===== src/rtl/core/mua_pkg.sv =====
package mua_pkg;

    localparam int SIZE_W  = 48;
    localparam int LIMIT_W = 48;
    localparam int ERR_W   = 32;

    localparam logic [2:0] CMD_ALLOC  = 3'd0;
    localparam logic [2:0] CMD_FREE   = 3'd1;
    localparam logic [2:0] CMD_RESIZE = 3'd2;
    localparam logic [2:0] CMD_CLEAR  = 3'd3;
    localparam logic [2:0] CMD_RECALC = 3'd4;

    typedef enum logic [2:0] {
        OP_NONE   = 3'd0,
        OP_ALLOC  = 3'd1,
        OP_FREE   = 3'd2,
        OP_CLEAR  = 3'd3,
        OP_RECALC = 3'd4
    } mua_op_t;

    typedef struct packed {
        logic [2:0]        command;
        logic [SIZE_W-1:0] size_a;
        logic [SIZE_W-1:0] size_b;
    } mua_in_t;

    typedef struct packed {
        logic [SIZE_W-1:0] live_bytes;
        logic [SIZE_W-1:0] peak_bytes;
        logic              gc_request;
        logic [ERR_W-1:0]  error_total;
        logic              would_exceed;
    } mua_out_t;

    typedef struct packed {
        logic              valid;
        mua_op_t           op;
        logic [SIZE_W-1:0] size;
        logic [SIZE_W-1:0] size_a;
    } mua_stage_t;

    typedef struct packed {
        logic               busy;
        logic [LIMIT_W-1:0] limit;
        logic [LIMIT_W-1:0] trigger;
    } mua_limit_t;

endpackage


===== src/rtl/core/mua_decode.sv =====
module mua_decode
    import mua_pkg::*;
(
    input  logic       clk,
    input  logic       rst_n,
    input  logic       item_valid,
    input  mua_in_t    item,
    output logic       item_stall,
    input  logic       limit_busy,
    input  logic       core_ready,
    output mua_stage_t stage
);

    logic              valid_reg;
    logic              valid_next;
    mua_op_t           op_reg;
    mua_op_t           op_next;
    logic [SIZE_W-1:0] size_reg;
    logic [SIZE_W-1:0] size_next;
    logic [SIZE_W-1:0] size_a_reg;
    logic              accept;
    logic              advance;
    logic              grow;
    logic [SIZE_W-1:0] delta;

    // A resize is reduced here to a plain allocate or free of the difference,
    // so the state update only ever sees one add or one subtract.
    assign advance    = valid_reg && core_ready;
    assign item_stall = limit_busy || (valid_reg && !core_ready);
    assign accept     = item_valid && !item_stall;
    assign grow       = item.size_b >= item.size_a;
    assign delta      = grow ? (item.size_b - item.size_a) : (item.size_a - item.size_b);

    always_comb
    begin
        op_next   = OP_NONE;
        size_next = item.size_a;
        unique case (item.command)
            CMD_ALLOC:
            begin
                op_next = (item.size_a != '0) ? OP_ALLOC : OP_NONE;
            end
            CMD_FREE:
            begin
                op_next = (item.size_a != '0) ? OP_FREE : OP_NONE;
            end
            CMD_RESIZE:
            begin
                size_next = delta;
                if (delta == '0)
                begin
                    op_next = OP_NONE;
                end
                else
                begin
                    op_next = grow ? OP_ALLOC : OP_FREE;
                end
            end
            CMD_CLEAR:
            begin
                op_next = OP_CLEAR;
            end
            CMD_RECALC:
            begin
                op_next = OP_RECALC;
            end
            default:
            begin
                op_next = OP_NONE;
            end
        endcase
    end

    always_comb
    begin
        valid_next = valid_reg;
        if (accept)
        begin
            valid_next = 1'b1;
        end
        else if (advance)
        begin
            valid_next = 1'b0;
        end
    end

    always_ff @(posedge clk or negedge rst_n)
    begin
        if (!rst_n)
        begin
            valid_reg <= 1'b0;
        end
        else
        begin
            valid_reg <= valid_next;
        end
    end

    always_ff @(posedge clk)
    begin
        if (accept)
        begin
            op_reg     <= op_next;
            size_reg   <= size_next;
            size_a_reg <= item.size_a;
        end
    end

    assign stage.valid  = valid_reg;
    assign stage.op     = op_reg;
    assign stage.size   = size_reg;
    assign stage.size_a = size_a_reg;

endmodule


===== src/rtl/core/mua_limit.sv =====
module mua_limit
    import mua_pkg::*;
(
    input  logic               clk,
    input  logic               rst_n,
    input  logic               cfg_valid,
    output logic               cfg_ready,
    input  logic [LIMIT_W-1:0] cfg_data,
    output mua_limit_t         limit_info
);

    typedef enum logic [4:0] {
        ST_IDLE  = 5'b00001,
        ST_FOLD  = 5'b00010,
        ST_SCALE = 5'b00100,
        ST_REM   = 5'b01000,
        ST_FIX   = 5'b10000
    } div_state_t;

    localparam logic [LIMIT_W-1:0] DIVISOR = LIMIT_W'(5);

    div_state_t         state_reg;
    logic [1:0]         fold_reg;
    logic [LIMIT_W-1:0] quot_reg;
    logic [LIMIT_W-1:0] prod_reg;
    logic [LIMIT_W-1:0] rem_reg;
    logic [LIMIT_W-1:0] limit_reg;
    logic [LIMIT_W-1:0] trigger_reg;
    logic [LIMIT_W-1:0] fold_add;
    logic [LIMIT_W-1:0] quarter;
    logic               write;

    // The trigger level is limit minus limit / 5. The quotient starts at three
    // quarters of the limit, is widened toward 0.8 by four shifted adds and is
    // then scaled down by four. It lands at most two below the exact quotient,
    // and a compare and subtract on the remainder closes the gap.
    assign write     = cfg_valid && cfg_ready;
    assign cfg_ready = (state_reg == ST_IDLE);
    assign quarter   = quot_reg >> 2;
    assign fold_add  = quot_reg >> (6'd4 << fold_reg);

    always_ff @(posedge clk or negedge rst_n)
    begin
        if (!rst_n)
        begin
            state_reg   <= ST_IDLE;
            fold_reg    <= '0;
            quot_reg    <= '0;
            prod_reg    <= '0;
            rem_reg     <= '0;
            limit_reg   <= '0;
            trigger_reg <= '0;
        end
        else
        begin
            unique case (state_reg)
                ST_IDLE:
                begin
                    if (write)
                    begin
                        limit_reg <= cfg_data;
                        quot_reg  <= (cfg_data >> 1) + (cfg_data >> 2);
                        fold_reg  <= '0;
                        state_reg <= ST_FOLD;
                    end
                end
                ST_FOLD:
                begin
                    quot_reg <= quot_reg + fold_add;
                    fold_reg <= fold_reg + 1'b1;
                    if (fold_reg == 2'd3)
                    begin
                        state_reg <= ST_SCALE;
                    end
                end
                ST_SCALE:
                begin
                    quot_reg  <= quarter;
                    prod_reg  <= {quot_reg[LIMIT_W-1:2], 2'b00} + quarter;
                    state_reg <= ST_REM;
                end
                ST_REM:
                begin
                    rem_reg   <= limit_reg - prod_reg;
                    state_reg <= ST_FIX;
                end
                ST_FIX:
                begin
                    if (rem_reg >= DIVISOR)
                    begin
                        quot_reg <= quot_reg + 1'b1;
                        rem_reg  <= rem_reg - DIVISOR;
                    end
                    else
                    begin
                        trigger_reg <= limit_reg - quot_reg;
                        state_reg   <= ST_IDLE;
                    end
                end
                default:
                begin
                    state_reg <= ST_IDLE;
                end
            endcase
        end
    end

    assign limit_info.busy    = !cfg_ready;
    assign limit_info.limit   = limit_reg;
    assign limit_info.trigger = trigger_reg;

endmodule


===== src/rtl/core/mua_core.sv =====
module mua_core
    import mua_pkg::*;
#(
    parameter int COUNT_WIDTH = 48
)
(
    input  logic       clk,
    input  logic       rst_n,
    input  mua_stage_t stage,
    input  mua_limit_t limit_info,
    output logic       core_ready,
    output logic       result_valid,
    input  logic       result_stall,
    output mua_out_t   result
);

    localparam int EW = (COUNT_WIDTH > SIZE_W) ? COUNT_WIDTH : SIZE_W;
    localparam logic [EW:0] CMAX_E = (EW + 1)'({COUNT_WIDTH{1'b1}});

    logic [COUNT_WIDTH-1:0] live_reg;
    logic [COUNT_WIDTH-1:0] live_next;
    logic [COUNT_WIDTH-1:0] peak_reg;
    logic [COUNT_WIDTH-1:0] peak_next;
    logic                   flag_reg;
    logic                   flag_next;
    logic [ERR_W-1:0]       err_reg;
    logic [ERR_W-1:0]       err_next;
    logic                   out_valid_reg;
    logic                   out_valid_next;
    mua_out_t               out_word_reg;

    logic                   take;
    logic [EW-1:0]          live_e;
    logic [EW-1:0]          size_e;
    logic [EW-1:0]          trig_e;
    logic [EW:0]            sum;
    logic [EW:0]            reach;
    logic                   ovf;
    logic                   under;
    logic [COUNT_WIDTH-1:0] grown;
    logic [COUNT_WIDTH-1:0] shrunk;
    logic                   limit_on;
    logic                   err_hit;
    logic                   exceed;

    assign core_ready = !out_valid_reg || !result_stall;
    assign take       = stage.valid && core_ready;

    assign live_e   = EW'(live_reg);
    assign size_e   = EW'(stage.size);
    assign trig_e   = EW'(limit_info.trigger);
    assign limit_on = limit_info.limit != '0;

    assign sum    = {1'b0, live_e} + {1'b0, size_e};
    assign ovf    = sum > CMAX_E;
    assign grown  = ovf ? {COUNT_WIDTH{1'b1}} : sum[COUNT_WIDTH-1:0];
    assign under  = live_e < size_e;
    assign shrunk = under ? '0 : COUNT_WIDTH'(live_e - size_e);

    // With live below the limit, size_a >= limit - live is the same as
    // live + size_a >= limit, and that sum also covers live >= limit.
    assign reach  = {1'b0, live_e} + {1'b0, EW'(stage.size_a)};
    assign exceed = limit_on && (reach >= (EW + 1)'(limit_info.limit));

    always_comb
    begin
        live_next = live_reg;
        peak_next = peak_reg;
        flag_next = flag_reg;
        err_hit   = 1'b0;
        unique case (stage.op)
            OP_ALLOC:
            begin
                live_next = grown;
                err_hit   = ovf;
                if (grown > peak_reg)
                begin
                    peak_next = grown;
                end
                if (limit_on && (EW'(grown) >= trig_e))
                begin
                    flag_next = 1'b1;
                end
            end
            OP_FREE:
            begin
                live_next = shrunk;
                err_hit   = under;
            end
            OP_CLEAR:
            begin
                flag_next = 1'b0;
            end
            OP_RECALC:
            begin
                flag_next = limit_on && (live_e >= trig_e);
            end
            OP_NONE:
            begin
                live_next = live_reg;
            end
            default:
            begin
                live_next = live_reg;
            end
        endcase
        err_next = (err_hit && (err_reg != '1)) ? err_reg + 1'b1 : err_reg;
    end

    always_comb
    begin
        out_valid_next = out_valid_reg;
        if (take)
        begin
            out_valid_next = 1'b1;
        end
        else if (!result_stall)
        begin
            out_valid_next = 1'b0;
        end
    end

    always_ff @(posedge clk or negedge rst_n)
    begin
        if (!rst_n)
        begin
            live_reg      <= '0;
            peak_reg      <= '0;
            flag_reg      <= 1'b0;
            err_reg       <= '0;
            out_valid_reg <= 1'b0;
        end
        else
        begin
            out_valid_reg <= out_valid_next;
            if (take)
            begin
                live_reg <= live_next;
                peak_reg <= peak_next;
                flag_reg <= flag_next;
                err_reg  <= err_next;
            end
        end
    end

    always_ff @(posedge clk)
    begin
        if (take)
        begin
            out_word_reg.live_bytes   <= SIZE_W'(live_next);
            out_word_reg.peak_bytes   <= SIZE_W'(peak_next);
            out_word_reg.gc_request   <= flag_next;
            out_word_reg.error_total  <= err_next;
            out_word_reg.would_exceed <= exceed;
        end
    end

    assign result_valid = out_valid_reg;
    assign result       = out_word_reg;

    // The live count is only raised by an allocation, which also raises the peak.
    live_within_peak: assert property (@(posedge clk) disable iff (!rst_n)
        live_reg <= peak_reg)
        else $error("live count above peak");

    peak_never_falls: assert property (@(posedge clk) disable iff (!rst_n)
        1'b1 |=> peak_reg >= $past(peak_reg))
        else $error("peak count decreased");

    err_steps_by_one: assert property (@(posedge clk) disable iff (!rst_n)
        (err_reg != $past(err_reg)) |-> (err_reg == $past(err_reg) + 1'b1))
        else $error("error count moved by other than one");

    state_moves_on_take: assert property (@(posedge clk) disable iff (!rst_n)
        !take |=> $stable(live_reg) && $stable(flag_reg) && $stable(err_reg))
        else $error("state changed without a word taken");

endmodule


===== src/rtl/core/memory_usage_accountant.sv =====
// Channel   Direction  Handshake            Word
// item      in         item_valid/stall     command, size_a, size_b
// result    out        result_valid/stall   live, peak, gc_request, errors, exceed
// cfg       in         cfg_valid/ready      pool byte limit
//
// One word is taken per cycle unless stalled; results are registered after decode.
// The accounting state is updated by one add or subtract and a compare per word.
// After a limit write, the trigger level is worked out by shifted adds and
// remainder fixes; cfg_ready and item acceptance are held off meanwhile.
// Reset clears all counts, the flag and the limit; no clearing pass is needed.
// A stalled result is held, and one more item is still taken into the input stage.
module memory_usage_accountant
    import mua_pkg::*;
#(
    parameter int COUNT_WIDTH = 48
)
(
    input  logic               clk,
    input  logic               rst_n,
    input  logic               item_valid,
    output logic               item_stall,
    input  mua_in_t            item,
    output logic               result_valid,
    input  logic               result_stall,
    output mua_out_t           result,
    input  logic               cfg_valid,
    output logic               cfg_ready,
    input  logic [LIMIT_W-1:0] cfg_data
);

    mua_limit_t limit_info;
    mua_stage_t stage;
    logic       core_ready;

    mua_limit u_limit (
        .clk        (clk),
        .rst_n      (rst_n),
        .cfg_valid  (cfg_valid),
        .cfg_ready  (cfg_ready),
        .cfg_data   (cfg_data),
        .limit_info (limit_info)
    );

    mua_decode u_decode (
        .clk        (clk),
        .rst_n      (rst_n),
        .item_valid (item_valid),
        .item       (item),
        .item_stall (item_stall),
        .limit_busy (limit_info.busy),
        .core_ready (core_ready),
        .stage      (stage)
    );

    mua_core #(
        .COUNT_WIDTH (COUNT_WIDTH)
    ) u_core (
        .clk          (clk),
        .rst_n        (rst_n),
        .stage        (stage),
        .limit_info   (limit_info),
        .core_ready   (core_ready),
        .result_valid (result_valid),
        .result_stall (result_stall),
        .result       (result)
    );

endmodule

===== config.mk =====
export PLATFORM = sky130hd
export DESIGN_NAME = memory_usage_accountant
export DESIGN_NICKNAME = d
export VERILOG_FILES = /design/src/rtl/core/mua_pkg.sv /design/src/rtl/core/mua_decode.sv /design/src/rtl/core/mua_limit.sv /design/src/rtl/core/mua_core.sv /design/src/rtl/core/memory_usage_accountant.sv
export SDC_FILE = /design/constraint.sdc
export NUM_CORES = 2
export LEC_CHECK = 0
export BUFFER_PORTS_ARGS = -buffer_cell sky130_fd_sc_hd__clkbuf_2
export CAP_MARGIN = 15
export CELL_PAD_IN_SITES_DETAIL_PLACEMENT = 0
export CELL_PAD_IN_SITES_GLOBAL_PLACEMENT = 2
export CORE_ASPECT_RATIO = 1.4
export CORE_MARGIN = 1.5
export CORE_UTILIZATION = 35
export DETAILED_ROUTE_END_ITERATION = 10
export GPL_ROUTABILITY_DRIVEN = 0
export PLACE_DENSITY = 0.87
export SLEW_MARGIN = 20
export SYNTH_ARGS = -nofsm -noshare
export SYNTH_HDL_FRONTEND = slang
export SYNTH_SLANG_ARGS = --single-unit
export TNS_END_PERCENT = 5

===== constraint.sdc =====
create_clock -name clk -period 5.9 [get_ports clk]
set_input_delay 0.59 -clock clk [delete_from_list [all_inputs] [get_ports clk]]
set_output_delay 0.59 -clock clk [all_outputs]
set_load 0.02 [all_outputs]

==> qor.yml <==
timing:
  relSlewSlack: 0.194
  setup_viol: 0
  fin_skew_ns: 0.0318
  fin_crit_sh: 0.984
  finalSetupTns_ns: 0
  timing.final.max_slew_violations: 0
  hold_violations: 0
  rsz0062_at_grt: "true"
  fin_crit_ns: 5.81
  fmax_mhz: 172
  tightest_slew_ns: 1.20
clock_network:
  cts_tree: "done"
  clockRootBuffer: "clkbuf_16"
  cts_max_path_buffers: 3
  clock_latency_ns: 0.70
  clk_pin_slew_worst_paths_ns: 0.07
  cts_buffers: 71
  cts_sinks: 607
  htreeDepth: 3
worst_hold_path:
  holdCritPathClass: "input pin to flip-flop"
  hp-start: "item[95]"
layout:
  final_area_sq_um: 66700
  final_cells: 9696
  nets: 8335
  drive_gt1_frac: 0.131
  largest_reg_flops: 130
  area_growth_pct: 15.3
  post-route-util: 0.406
global_route:
  grt_pass1_wl_mm: 353
  grt_use_total: 0.275
  grt_max_degree: 139
  grt-ovfl-total: 0
  antenna_found_initial: 21
  grt_pass1_vias: 55199
floorplan:
  coreArea_sq_um: 164000
  die-width_microns: 347
  dieArea_sq_um: 168000
  start_util: 0.352
  fp-row-count: 176
  die_y_microns: 484
  top_level_ports: 285
setup_path:
  path_max_fanout: 9
  arrival_ns: 6.35
  critPathSlowestCell: "dfrtp_1"
  cp-start-kind: "flip-flop"
  startpoint: "u_core.live_e[9]"
  cpPeakStageDelay_ns: 0.42
  r2r_start: "u_core.live_e[9]"
  worst-endpoint-required_ns: 6.44
  worstSetupEndpointType: "flip-flop"
  crit_top_cell: "a21o_1"
  criticalPathCategory: "flip-flop to flip-flop"
synth:
  synthTopCellsByArea: "dfrtp_1 (16%), ha_1 (15%), edfxtp_1 (12%)"
  synth_top_area_cell: "dfrtp_1"
  synthFlopType: "dfrtp_1"
  async_flop_share: 0.623
  yosysSeqAreaShare: 0.283
  yosys_warnings: 0
  synth.top_cell.area_share: 0.163
  avgSynthCellArea_sq_um: 8.18
  synth_most_common_cell: "nand2_1"
  synth_nets: 7898
  synth_edf_count: 229
  yosys-top-cells-count: "nand2_1 (703), ha_1 (671), o21ai_0 (661)"
  synth_area_sq_um: 57800
  synth_cell_types: 95
  syn_inst: 7065
  ys_ff_latch: 607
power:
  netSwitchingPower_mw: 24.6
  swShare: 0.525
  p_seq_frac: 0.168
  design_power_total_mw: 46.8
  ir_drop_mv: 0.382
  p_int_mw: 22.2
  combPwrFrac: 0.733
  p_per_area_nw_per_um2: 702
  cellLeakagePower_nw: 30.7
  p_clk_frac: 0.100
drt:
  drt_iter0_drc: 5222
  wirelength_mm: 238
  via_count: 56957
  firstDrtPassIters: 9
  vias_per_cell: 5.87
  wl_per_cell_microns: 24.5
  ant_nets: 0
  drc: 2
place:
  place_hpwl_mm: 192
  io_buffers: 284
  dpl_cell_area_sq_um: 63800
  dp_cells: 9555
outcome:
  status: "finished, violations left"
  violations: "DRC"
job:
  cap_viol_max_count: 0
==> path summary, 6_finish.rpt <==
check,end,slack (ns),cells after the start
worst max-delay path,u_core.peak_reg[7],0.09,29
worst min register to register,u_limit.prod_reg[15],0.48,2
worst max register to register,u_core.peak_reg[7],0.09,29
worst min-delay path,u_decode.size_a_reg[47],0.15,1
min in group asynchronous,u_limit.quot_reg[9],0.50,2
max in group asynchronous,u_core.peak_reg[36],3.87,3
==> repair_timing <==
action	CTS	global route
gates resized for setup	10	57
buffers inserted	3	4
cloned	1	1
pin swaps	8	18
hold endpoints to repair	72	0
endpoints found under the setup margin	65	105
hold buffers	1	0
==> metal layers <==
| layer | wire length (microns) | up-vias | track usage |
|---|---|---|---|
| li1 | - | 26599 | - |
| met1 | 99800 | 27372 | 0.357 |
| met2 | 107000 | 2437 | 0.442 |
| met3 | 17500 | 535 | 0.0393 |
| met4 | 13900 | 14 | 0.145 |
| met5 | 92 | - | 0 |
==> cell families after synthesis <==
logic type / share of synthesized area
AO/OA/AOI/OAI: 0.258
AND/OR/NAND/NOR: 0.165
buffers and inverters: 0.0582
adder cells (fa/ha/maj): 0.149
flip-flops: 0.283
XOR/XNOR: 0.0604
multiplexers: 0.0266
==> cells in the final DEF (no fill, tap or decap), types with 74 or more instances in the layout <==
| cell type | count |
|---|---|
| xnor2_1 | 257 |
| o21bai_1 | 86 |
| dfrtp_1 | 377 |
| nand4_1 | 128 |
| nor4_1 | 74 |
| nor2_1 | 445 |
| ha_1 | 659 |
| clkbuf_2 | 283 |
| o21ai_0 | 642 |
| xor2_1 | 142 |
| a21oi_1 | 601 |
| clkbuf_16 | 74 |
| nand2b_1 | 83 |
| a21o_1 | 337 |
| edfxtp_1 | 229 |
| nand3_1 | 127 |
| buf_4 | 369 |
| nor3_1 | 124 |
| inv_1 | 554 |
| nand2_1 | 695 |
==> power by group through the flow <==
stage	clock network [mW]	logic (mW)	registers [mW]
after floorplan	0	21.6	7.49
final	4.66	34.3	7.85
after detailed placement	0	33.0	7.86
after CTS	4.75	33.4	7.78
after global placement	0	32.7	7.82
after global routing	4.88	37.4	7.94
==> per-stage QoR <==
stage               hold WS (ns)  setup slack [ns]
finish                     0.155            0.0946
global route               0.139            -0.134
CTS                        0.101            0.0110
detailed placement         0.471           -0.0920
global placement           0.463            0.0217
floorplan                  0.294            0.0125
==> critical path, delay by kind of cell, from the launching register on <==
family	cells	cell delay, ns
AO/OA/AOI/OAI	15	2.95
adder cells (fa/ha/maj)	2	0.45
buffers and inverters	8	1.23
flip-flops	1	0.42
multiplexers	1	0.34
AND/OR/NAND/NOR	3	0.24
==> layout make-up <==
| type | instances | area, sq um |
|---|---|---|
| Fill cell | 16909 | 97600 |
| Multi-Input combinational cell | 5586 | 38500 |
| Sequential cell | 607 | 16300 |
| Timing Repair Buffer | 672 | 4580 |
| Tap cell | 2136 | 2670 |
| Inverter | 564 | 2130 |
| Clock buffer | 92 | 2010 |
| Clock inverter | 38 | 394 |
| Antenna cell | 1 | 2.50 |
No activity file was read; power rests on OpenSTA's default activity.
